File: src/hdl/pis_pipe_sqrt.sv
// pipelined integer square root (floor), one root bit per stage
// sideband word rides along with the radicand
// depends on nothing
`timescale 1ns / 1ps
`default_nettype none

module pis_pipe_sqrt #(
    parameter int ROOT_W = 17,
    parameter int SIDE_W = 1
) (
    input  wire logic                i_clk,
    input  wire logic                i_rst_n,
    input  wire logic                i_en,
    input  wire logic                i_vld,
    input  wire logic [2*ROOT_W-1:0] i_rad,
    input  wire logic [SIDE_W-1:0]   i_side,
    output logic                     o_vld,
    output logic [ROOT_W-1:0]        o_root,
    output logic [SIDE_W-1:0]        o_side
);

    localparam int RW = 2 * ROOT_W;

    logic [RW-1:0]     r_rem  [1:ROOT_W-1];
    logic [ROOT_W-1:0] r_root [1:ROOT_W];
    logic [SIDE_W-1:0] r_side [1:ROOT_W];
    logic              r_vld  [1:ROOT_W];

    for (genvar k = 0; k < ROOT_W; k++) begin : g_stage
        localparam int B = ROOT_W - 1 - k;
        logic [RW-1:0]     w_rem;
        logic [ROOT_W-1:0] w_root;
        logic [SIDE_W-1:0] w_side;
        logic              w_vld;
        logic [RW-1:0]     w_trial;
        logic              w_ge;

        if (k == 0) begin : g_first
            assign w_rem  = i_rad;
            assign w_root = '0;
            assign w_side = i_side;
            assign w_vld  = i_vld;
        end else begin : g_next
            assign w_rem  = r_rem[k];
            assign w_root = r_root[k];
            assign w_side = r_side[k];
            assign w_vld  = r_vld[k];
        end

        // (root + 2^b)^2 - root^2
        assign w_trial = (RW'(w_root) << (B + 1)) + (RW'(1) << (2 * B));
        assign w_ge    = (w_rem >= w_trial);

        always_ff @(posedge i_clk) begin
            if (!i_rst_n) begin
                r_vld[k+1] <= 1'b0;
            end else if (i_en) begin
                r_vld[k+1] <= w_vld;
            end
        end

        always_ff @(posedge i_clk) begin
            if (i_en) begin
                r_root[k+1] <= w_root | (ROOT_W'(w_ge) << B);
                r_side[k+1] <= w_side;
            end
        end

        if (k < ROOT_W - 1) begin : g_carry
            always_ff @(posedge i_clk) begin
                if (i_en) begin
                    r_rem[k+1] <= w_ge ? (w_rem - w_trial) : w_rem;
                end
            end
        end
    end

    assign o_vld  = r_vld[ROOT_W];
    assign o_root = r_root[ROOT_W];
    assign o_side = r_side[ROOT_W];

endmodule

`default_nettype wire

File: config.mk
export PLATFORM = sky130hd
export DESIGN_NAME = pis_pipe_sqrt
export DESIGN_NICKNAME = d
export VERILOG_FILES = /design/src/hdl/pis_pipe_sqrt.sv
export SDC_FILE = /design/constraint.sdc
export NUM_CORES = 1
export LEC_CHECK = 0
export BUFFER_PORTS_ARGS = -buffer_cell sky130_fd_sc_hd__buf_2
export CORE_MARGIN = 2
export CORE_UTILIZATION = 45
export CTS_CLUSTER_DIAMETER = 30
export DETAILED_ROUTE_END_ITERATION = 8
export PLACE_DENSITY = 0.57
export SLEW_MARGIN = 20
export SYNTH_ARGS = -nofsm -noshare
export SYNTH_HDL_FRONTEND = slang
export SYNTH_SLANG_ARGS = --single-unit
File: constraint.sdc
create_clock -name i_clk -period 7.4 [get_ports i_clk]
set_input_delay 0.74 -clock i_clk [delete_from_list [all_inputs] [get_ports i_clk]]
set_output_delay 0.74 -clock i_clk [all_outputs]
set_load 0.05 [all_outputs]
# == Word level (Yosys, flattened, before mapping) ==
# Memory sizes are Yosys's and may differ from the RTL's.
# Index checks and enable logic that the tools add are counted.
# word_totals
reg_bits,0
ram_bits,867
in_bits,39
out_inout_bits,19
word_cells,124
mem_count,4
# classes
n_addsub,32
magnitude_cmp,17
muxes,38
n_bitwise,33
# mem_list
name,depth,word_bits,read_ports,rd_ports_with_merged_regs,wr,line,text
r_rem,16,34,16,0,16,24,logic [RW-1:0] r_rem [1:ROOT_W-1];
r_root,17,17,17,0,17,25,logic [ROOT_W-1:0] r_root [1:ROOT_W];
r_side,17,1,17,0,17,26,logic [SIDE_W-1:0] r_side [1:ROOT_W];
r_vld,17,1,17,0,17,27,logic r_vld [1:ROOT_W];
# ops
op,n
$mux 34,16
$add 33x31->34 const B,1
$ge 34x19->1,1
$ge 34x20->1,1
$ge 34x21->1,1
$ge 34x22->1,1
$ge 34x23->1,1
$ge 34x24->1,1
$ge 34x25->1,1
$ge 34x26->1,1
$ge 34x27->1,1
$ge 34x28->1,1
$ge 34x29->1,1
$ge 34x30->1,1
$ge 34x31->1,1
$ge 34x32->1,1
$ge 34x33->1,1
$ge 34x33->1 const B,1
$ge 34x34->1,1
$sub 34x20->34,1
$sub 34x21->34,1
$sub 34x22->34,1
$sub 34x23->34,1
$sub 34x24->34,1
other kinds (44),81

# == Longest topological paths before layout ==
# logic_depth
word_depth,4
mapped_depth,12
depth_no_buf,11

# == Worst setup path before layout ==
# Ideal clock, no wire load.
# synth_path
kind,flip-flop to flip-flop
start,register r_rem[1][181] (netlist name)
end,register r_rem[1][234] (netlist name)
setup_ps,258
arrival_ps,2866
required_ps,7142
slack_ps,4276
stages_incl_launch_ff,10
n_path_buf,0
synth_period_minus_slack_ps,3124
path_cell_list,edfxtp_1 ha_1 a21o_1 a21oi_1 a21boi_0 o41ai_1 o21bai_1 a2111oi_0 nand3_1 xnor2_1

==> results.toml <==
[sta]
finalHoldViolCount = 0
max_freq_ghz = 0.2738
rsz0062_at_grt = "no"
worst_pin_slew_ns = 1.048
tns_ns = 0
fin_hold_ws_ns = 0.1890
finClkSkew_ns = 0.04394
setup_viol = 0
setup_ws_ns = 3.748
drv_slew = 0
relSlewSlack = 0.2831
finalCritPeriodShare = 0.4935
timing.final.crit_period_ns = 3.652

[setup_path]
r2r_start = "r_rem[1][51]"
worst_setup_path_start_kind = "register"
worst-endpoint-required_ns = 7.83
rr_endpoint = "r_rem[1][101]"
r2r_slack_ns = 3.75
cp_max_fo = 23
worstPathArrival_ns = 4.08
worstSetupEndpointType = "register"
rr_worst_depth = 9
criticalPathCategory = "register to register"

[cells_and_area]
n_antenna_cell = 0
area_growth_pct = 20.31
drive_gt1_frac = 0.1331
fin_nets = 2982
final_common_cell = "edfxtp_1"
final_cell_mix = "edfxtp_1 (731), inv_1 (208), nand2_1 (172)"

[floorplan]
row_count = 100
core_mm2 = 0.07445
ios = 58
dieArea_mm2 = 0.07753
die_w_um = 278.5
start_util = 0.4553
die_y_um = 278.5

[synthesis]
yosysSeqAreaShare = 0.6476
async_reset_ff_frac = 0
synth-seq-cells = 731
synth_edf_count = 731
synth_warnings = 0
synth_cells = 2584
syn-cell-area_mm2 = 0.03390
postSynthAreaPerCell_um2 = 13.12
synth_cell_types = 74
synth_nets = 2789
ys.flop_type = "edfxtp_1"

[placement]
dp_hpwl_mm = 47.35
place_worst_setup_slack_ns = 3.716
port_buffers = 57
place.gp.congestion = 0.9560

[drt]
initialDrtViolationCount = 1266
drc = 0
ant_nets = 0
first_pass_iters = 7
vias_per_cell = 5.303
post_drt_wl_per_cell_um = 17.42
drt_wl_total_mm = 67.53
dr_total_vias = 20560

[global_routing]
antenna_found_initial = 0
grt_usage = 0.1783
grt_pass1_wl_mm = 109.8
grt_remaining_overflow = 0
grt_pass1_vias = 21940
grt_max_degree = 162

[clocking]
clkLatencyLatePin_ns = 0.72
cts_resized = 0
clockBufferDepth = 3
cts_tree = "done"
clock_sinks = 731
postCtsSetupRepairBufs = 0
htreeDepth = 4
path_clk_slew_ns = 0.05
ctsHoldBuffers = 0
numCtsBuffers = 160
cts_root_buf = "clkbuf_16"

[min_path]
hold_path.class = "input port to register"
min_from = "i_rad[4]"
hold_depth = 1
hold_path_end = "r_rem[0][38]"

[power_and_ir_drop]
powerDensity_mw_per_mm2 = 346.6
peakVddDrop_mv = 0.2066
p_leak_nw = 15.70

[status]
status = "finished, final reports clean"

[flow_run]
cap_violations = 0
==> synth_stat cells, types with 7 or more instances <==
master,n,share of area
xor2_1,116,0.030
or3_1,26,0.0048
nor2_1,153,0.017
nand4_1,35,0.0065
o21a_1,42,0.0093
a21boi_0,9,0.0020
o21bai_1,9,0.0020
xnor2_1,101,0.026
mux2_2,21,0.0070
a2111oi_0,8,0.0021
nor3b_1,7,0.0016
edfxtp_1,731,0.65
nand2b_1,32,0.0059
o31ai_1,15,0.0033
and3_1,26,0.0048
a21o_1,37,0.0082
clkbuf_1,29,0.0032
mux2i_1,7,0.0021
nor4b_1,9,0.0023
or2_2,14,0.0026
nor3_1,81,0.012
o211ai_1,10,0.0022
o21ai_0,147,0.022
nor2b_1,24,0.0044
a211oi_1,8,0.0018
inv_1,208,0.023
nand2_1,172,0.019
a31oi_1,9,0.0017
nand3_1,32,0.0047
nor4_1,71,0.013
buf_2,8,0.0012
a21oi_1,102,0.015
or4_1,14,0.0031
ha_1,166,0.061
and2_1,12,0.0022
==> layer usage <==
layer,wire length (µm),GRT usage
met5,0,0
met4,2875,0.09926
met3,2244,0.03383
met2,37930,0.3485
met1,24480,0.1740
==> power breakdown <==
group	internal (mW)	switching, mW	total [mW]
Combinational	0.722	0.984	1.71
Sequential	5.20	0.326	5.53
Clock	4.59	2.31	6.90
==> worst max-delay path by stage <==
stage,startpoint,slack [ns],depth (start not counted),endpoint
final,r_rem[1][51],3.75,9,r_rem[1][101]
after global routing,r_rem[1][51],3.55,9,r_rem[1][101]
after CTS,r_rem[1][51],3.70,9,r_rem[1][101]
after detailed placement,r_rem[1][51],3.72,9,r_rem[1][101]
after global placement,r_rem[1][51],3.80,9,r_rem[1][101]
after floorplan,r_rem[1][181],4.28,9,r_rem[1][234]
==> flip-flops by register name, indices dropped and copies added (netlist names) <==
name	flops
r_side	17
r_root	153
r_vld	17
r_rem	544
==> critical path, cell delays in order (launching register included) <==
cell and delay [ns]:
edfxtp_1 0.39, ha_1 0.35, or4b_2 0.59, nor3_1 0.35, nand4_1 0.16, nand3_1 0.15, nand3b_1 0.69, nand4_1 0.28
nor4_1 0.31, xor2_1 0.11
==> through the flow <==
step	cell area, µm²	util	power [mW]	std cells
final	40780	0.5477	14.13	3877
after global routing	40780	0.5477	14.75	3877
after CTS	40770	0.5476	14.27	3877
after detailed placement	35420	0.4758	7.294	3584
after global placement	35420	0.4758	7.241	3584
after floorplan	33900	-	6.745	2584
==> kinds of logic after synthesis <==
kind of cell	count (synthesis)	synth area share
simple gates	742	0.1142
fa+ha+maj	166	0.06128
flops	731	0.6476
mux	28	0.009044
compound gates	451	0.08380
xor+xnor	217	0.05607
buf+inv	249	0.02798
==> final cells by class <==
cell class,count,area (µm²)
clock buffers,180,4079
clock inverters,113,1265
fillers,6014,33670
inverters,209,784.5
multi-input cells,1604,11040
flip-flops and latches,731,21950
well taps,969,1212
repair buffers,71,450.4
Note: power is estimated with default switching activity, not from simulation.
