`src/hdl/pis_pipe_div.sv`:
```
// pipelined restoring divider, one quotient bit per stage
// quotient must fit in QUO_W bits; sideband word rides along
// depends on nothing
`timescale 1ns / 1ps
`default_nettype none

module pis_pipe_div #(
    parameter int NUM_W  = 35,
    parameter int DEN_W  = 19,
    parameter int QUO_W  = 17,
    parameter int SIDE_W = 1
) (
    input  wire logic              i_clk,
    input  wire logic              i_rst_n,
    input  wire logic              i_en,
    input  wire logic              i_vld,
    input  wire logic [NUM_W-1:0]  i_num,
    input  wire logic [DEN_W-1:0]  i_den,
    input  wire logic [SIDE_W-1:0] i_side,
    output logic                   o_vld,
    output logic [QUO_W-1:0]       o_quo,
    output logic [SIDE_W-1:0]      o_side
);

    localparam int CW = DEN_W + QUO_W;

    logic [CW-1:0]     r_rem  [1:QUO_W-1];
    logic [DEN_W-1:0]  r_den  [1:QUO_W-1];
    logic [QUO_W-1:0]  r_quo  [1:QUO_W];
    logic [SIDE_W-1:0] r_side [1:QUO_W];
    logic              r_vld  [1:QUO_W];

    for (genvar k = 0; k < QUO_W; k++) begin : g_stage
        localparam int B = QUO_W - 1 - k;
        logic [CW-1:0]     w_rem;
        logic [DEN_W-1:0]  w_den;
        logic [QUO_W-1:0]  w_quo;
        logic [SIDE_W-1:0] w_side;
        logic              w_vld;
        logic [CW-1:0]     w_dsh;
        logic              w_ge;

        if (k == 0) begin : g_first
            assign w_rem  = CW'(i_num);
            assign w_den  = i_den;
            assign w_quo  = '0;
            assign w_side = i_side;
            assign w_vld  = i_vld;
        end else begin : g_next
            assign w_rem  = r_rem[k];
            assign w_den  = r_den[k];
            assign w_quo  = r_quo[k];
            assign w_side = r_side[k];
            assign w_vld  = r_vld[k];
        end

        assign w_dsh = CW'(w_den) << B;
        assign w_ge  = (w_rem >= w_dsh);

        always_ff @(posedge i_clk) begin
            if (!i_rst_n) begin
                r_vld[k+1] <= 1'b0;
            end else if (i_en) begin
                r_vld[k+1] <= w_vld;
            end
        end

        always_ff @(posedge i_clk) begin
            if (i_en) begin
                r_quo[k+1]  <= w_quo | (QUO_W'(w_ge) << B);
                r_side[k+1] <= w_side;
            end
        end

        if (k < QUO_W - 1) begin : g_carry
            always_ff @(posedge i_clk) begin
                if (i_en) begin
                    r_rem[k+1] <= w_ge ? (w_rem - w_dsh) : w_rem;
                    r_den[k+1] <= w_den;
                end
            end
        end
    end

    assign o_vld  = r_vld[QUO_W];
    assign o_quo  = r_quo[QUO_W];
    assign o_side = r_side[QUO_W];

endmodule

`default_nettype wire

```
`config.mk`:
```
export PLATFORM = sky130hd
export DESIGN_NAME = pis_pipe_div
export DESIGN_NICKNAME = d
export VERILOG_FILES = /design/src/hdl/pis_pipe_div.sv
export SDC_FILE = /design/constraint.sdc
export NUM_CORES = 2
export LEC_CHECK = 0
export BUFFER_PORTS_ARGS = -buffer_cell sky130_fd_sc_hd__buf_2
export CELL_PAD_IN_SITES_DETAIL_PLACEMENT = 2
export CELL_PAD_IN_SITES_GLOBAL_PLACEMENT = 2
export CORE_ASPECT_RATIO = 1.4
export CORE_MARGIN = 2
export CORE_UTILIZATION = 34
export CTS_CLUSTER_DIAMETER = 200
export DETAILED_ROUTE_END_ITERATION = 10
export GPL_ROUTABILITY_DRIVEN = 0
export PLACE_DENSITY_LB_ADDON = 0.2
export SLEW_MARGIN = 20
export SYNTH_ARGS = -nofsm -noshare
export SYNTH_HDL_FRONTEND = slang
export SYNTH_SLANG_ARGS = --single-unit
```
`constraint.sdc`:
```
create_clock -name i_clk -period 4.2 [get_ports i_clk]
set_input_delay 0.21 -clock i_clk [delete_from_list [all_inputs] [get_ports i_clk]]
set_output_delay 0.21 -clock i_clk [all_outputs]
set_load 0.1 [all_outputs]
```
# Yosys cells after proc, flatten, opt, wreduce, memory -nomap -nowiden
# Memory sizes are Yosys's and may differ from the RTL's.
# Index checks and enable logic that the tools add are counted.
classes:
  muxes: 38
  magnitude_cmp: 17
  add_sub_neg: 16
  bitwise: 33
op_table:
  columns: ["op", "count"]
  rows:
  - ["$mux W36", 16]
  - ["$ge A36 B19 Y1", 1]
  - ["$ge A36 B20 Y1", 1]
  - ["$ge A36 B21 Y1", 1]
  - ["$ge A36 B22 Y1", 1]
  - ["$ge A36 B23 Y1", 1]
  - ["$ge A36 B24 Y1", 1]
  - ["$ge A36 B25 Y1", 1]
  - ["$ge A36 B26 Y1", 1]
  - ["$ge A36 B27 Y1", 1]
  - ["$ge A36 B28 Y1", 1]
  - ["$ge A36 B29 Y1", 1]
  - ["$ge A36 B30 Y1", 1]
  - ["$ge A36 B31 Y1", 1]
  - ["$ge A36 B32 Y1", 1]
  - ["$ge A36 B33 Y1", 1]
  - ["$ge A36 B34 Y1", 1]
  - ["$sub A35 B35 Y36", 1]
  - ["$sub A36 B20 Y36", 1]
  - ["$sub A36 B21 Y36", 1]
  - ["$sub A36 B22 Y36", 1]
  - ["$sub A36 B23 Y36", 1]
  - ["$sub A36 B24 Y36", 1]
  - ["$sub A36 B25 Y36", 1]
  - ["other kinds (28)", 65]
word_totals:
  reg_bits: 0
  mem_bits_rw: 1203
  memories: 5
  input_bits: 59
  word_cells: 109
mem_list:
  columns: ["name", "words", "word_bits", "rd", "rd_clocked_by_memory_dff", "wr", "line_no", "text"]
  rows:
  - ["r_rem", 16, 36, 16, 0, 16, "27", "logic [CW-1:0] r_rem [1:QUO_W-1];"]
  - ["r_den", 16, 19, 16, 0, 16, "28", "logic [DEN_W-1:0] r_den [1:QUO_W-1];"]
  - ["r_quo", 17, 17, 17, 0, 17, "29", "logic [QUO_W-1:0] r_quo [1:QUO_W];"]
  - ["r_side", 17, 1, 17, 0, 17, "30", "logic [SIDE_W-1:0] r_side [1:QUO_W];"]
  - ["r_vld", 17, 1, 17, 0, 17, "31", "logic r_vld [1:QUO_W];"]

# Depth between registers and ports, before layout
depth:
  depth_word: 4
  ltp_mapped: 13

# Worst setup path after synthesis
# OpenSTA, ideal clock, no wires.
synth_timing:
  path_type: "register -> register"
  startpoint: "reg r_rem[0][541] (netlist name)"
  endpoint: "reg r_rem[1][25] (netlist name)"
  path_slack_ps: 773
  path_buffers: 0
  stages_incl_launch_ff: 13
  period_less_slack_ps: 3427
  setup_ps: 258
  arrival_ps: 3169
  cell_sequence: "edfxtp_1 > inv_1 > ha_1 > inv_1 > fa_1 > a21o_1 > a221oi_1 > a211oi_1 > o311ai_0 > nand2b_1 > a211o_2 > or3_1 > xnor2_1"

==> results.ini <==
[placed_design]
place_area_um2=58600
place_hpwl_mm=115
portBuffers=77
dp.cells=6803

[global_route]
antenna_found_initial=0
track_usage_pct=17.8
grt_max_degree=112
grt_overflow_total=0
grt_pass1_vias=42136
grt_pass1_wl_mm=228

[power_and_ir_drop]
power.density_nw_per_um2=637
power.switching_w=0.0139
vdd.ir_drop.worst_uv=403
clockPowerShare_pct=24.9
swShare_pct=34.6
pwr-share-comb_pct=35.0
p_leak_nw=23.9
power_frac_seq_pct=40.1
power_w=0.0400
p_int_w=0.0261

[synth]
ys_seq_elements=1067
yosysSeqAreaShare_pct=58.4
netlist_instances=4585
synth_cell_types=89
yosysTopAreaCell=edfxtp_1
ys_top_cells_by_area=edfxtp_1 (58%), ha_1 (7.4%), a21oi_1 (3.1%)
synthFlopType=edfxtp_1
netlist.area_leader.share_pct=58.4
yosysMostFrequentCell=edfxtp_1
synth.cell_area_um2=54900
yosysWarningCount=0
avgSynthCellArea_um2=12.0
synth_nets=4983
synthTopCellsByCount=edfxtp_1 (1067), inv_1 (418), a21oi_1 (341)
ys_async_sr_fraction_pct=0
synth_edf_count=1067

[clock_tree]
cts_resized=0
cts_made_buffers=115
h-tree-depth=3
cts_root_buf=clkbuf_16
worstSkewPairLatency_ps=760
clk_path_buf_depth=3
post_cts_buffers=0
cts_tree=yes
cts.sinks=1067
cts.reportedPaths.clkPinSlew_ps=60

[floorplan]
die_area_um2=165000
start_util_pct=34.2
io_pins=78
rows=174
coreArea_um2=160000
die_y_um=479
die_width_um=343

[sta]
finalMaxSlewViolations=0
clock_skew_ps=50.9
slew_headroom_pct=33.7
worst_pin_slew_ps=987
fmax_mhz=256
hold_viol_final=0
post-route-min-period_ps=3910
finalCritPeriodShare_pct=93.0
setup_viol=0
rsz0062_at_grt=false

[run_status]
status=completed

[finish]
fillers=16537
fin_nets=5265
diodes=0
syn2layout_area_growth_pct=14.6
utilization_pct=39.2
multi_input_area_um2=21000
seq_area_um2=32000
drive_above_1_share_pct=9.67
finalNonFillerCells=7074
fin_area_um2=62900

[route]
drtPass1Iterations=6
routed_via_density=5.15
drc=0
totalWireLength_mm=146
first_iter_violations=1210
wl_per_cell_um=20.6
via_count=36453
antenna_left=0

[min_path]
holdCritPathClass=in -> reg

[worst_setup_path]
path_class=reg -> reg
worstPathArrival_ps=4370
crit_path_end_kind=register
worst_setup_path_start_kind=register
required_ps=4660
cp_max_fo=4

[flow_run]
cap_violations=0

==> sequential cells by signal, indices dropped and copies added (netlist names) <==
signal / flops
r_vld: 17
r_den: 304
r_side: 17
r_rem: 576
r_quo: 153
==> final cells by class <==
cell class	count	share of cell area, %
sequential	1067	51.0
inverter	422	2.53
clock inverter	77	1.14
multi-input combinational	3022	33.4
tap	2112	4.20
timing repair buffer	239	3.06
clock buffer	135	4.70
==> layout by cell type, fill, tap and decap left out, types with 115 or more instances in the layout <==
cell type	count
edfxtp_1	1067
inv_1	418
a21oi_1	341
ha_1	323
nor2_1	313
nand2_1	289
o21ai_0	245
xnor2_1	190
xor2_1	163
clkbuf_16	115
==> timing repair <==
action / CTS / global route
setup endpoints to repair: 0 / 0
hold buffers: 59 / 0
endpoints found under the hold margin: 83 / 0
==> worst max-delay path, stage by stage, from the launching register on <==
cell	delay, ps
edfxtp_1	390
inv_1	80
ha_1	170
inv_1	60
fa_1	420
a21o_1	240
a221oi_1	430
a211oi_1	250
o311ai_0	400
buf_4	200
nand2b_1	80
a211o_2	400
buf_4	160
nor3_1	220
xor2_1	120
==> power groups by stage <==
| stage | clock network [W] | logic [W] | registers [W] |
|---|---|---|---|
| 2_1_floorplan | 0 | 0.00985 | 0.0158 |
| 3_3_place_gp | 0 | 0.0136 | 0.0162 |
| 3_5_place_dp | 0 | 0.0141 | 0.0163 |
| 4_1_cts | 0.0103 | 0.0143 | 0.0161 |
| 5_1_grt | 0.0107 | 0.0156 | 0.0163 |
| 6_report | 0.00997 | 0.0140 | 0.0160 |
==> logic make-up after synthesis <==
kind of cell               after synthesis  synth area share [%]
adders and majority gates              339                  7.95
and+or+nand+nor                       1224                  11.2
xor gates and xnor gates               353                  5.64
buffers and inverters                  496                  3.49
AOI/OAI and AO/OA                     1037                  11.9
DFF                                   1067                  58.4
muxes                                   69                  1.41
==> final timing paths <==
path	cells after the start	start	endpoint	slack [ps]
max	14	r_rem[0][541]	r_rem[1][33]	290
min	2	i_den[5]	r_den[0][24]	170
max reg2reg	14	r_rem[0][541]	r_rem[1][33]	290
min reg2reg	0	r_quo[0][268]	r_quo[0][285]	410
==> stage by stage <==
stage | setup slack, ps | TNS [ps] | hold WS, ps
2_1_floorplan | 773 | 0 | 309
3_3_place_gp | -570 | -6990 | 396
3_5_place_dp | 304 | 0 | 399
4_1_cts | 227 | 0 | 87.4
5_1_grt | 117 | 0 | 151
6_report | 294 | 0 | 175
==> metal layers <==
metal	part of all wire (%)	vias to the layer above	global-route usage [%]
li1	-	17518	-
met1	29	18204	13.4
met2	63	428	40.2
met3	2.0	303	1.89
met4	5.8	0	10.1
met5	0	-	0
No activity file was read; power rests on OpenSTA's default activity.
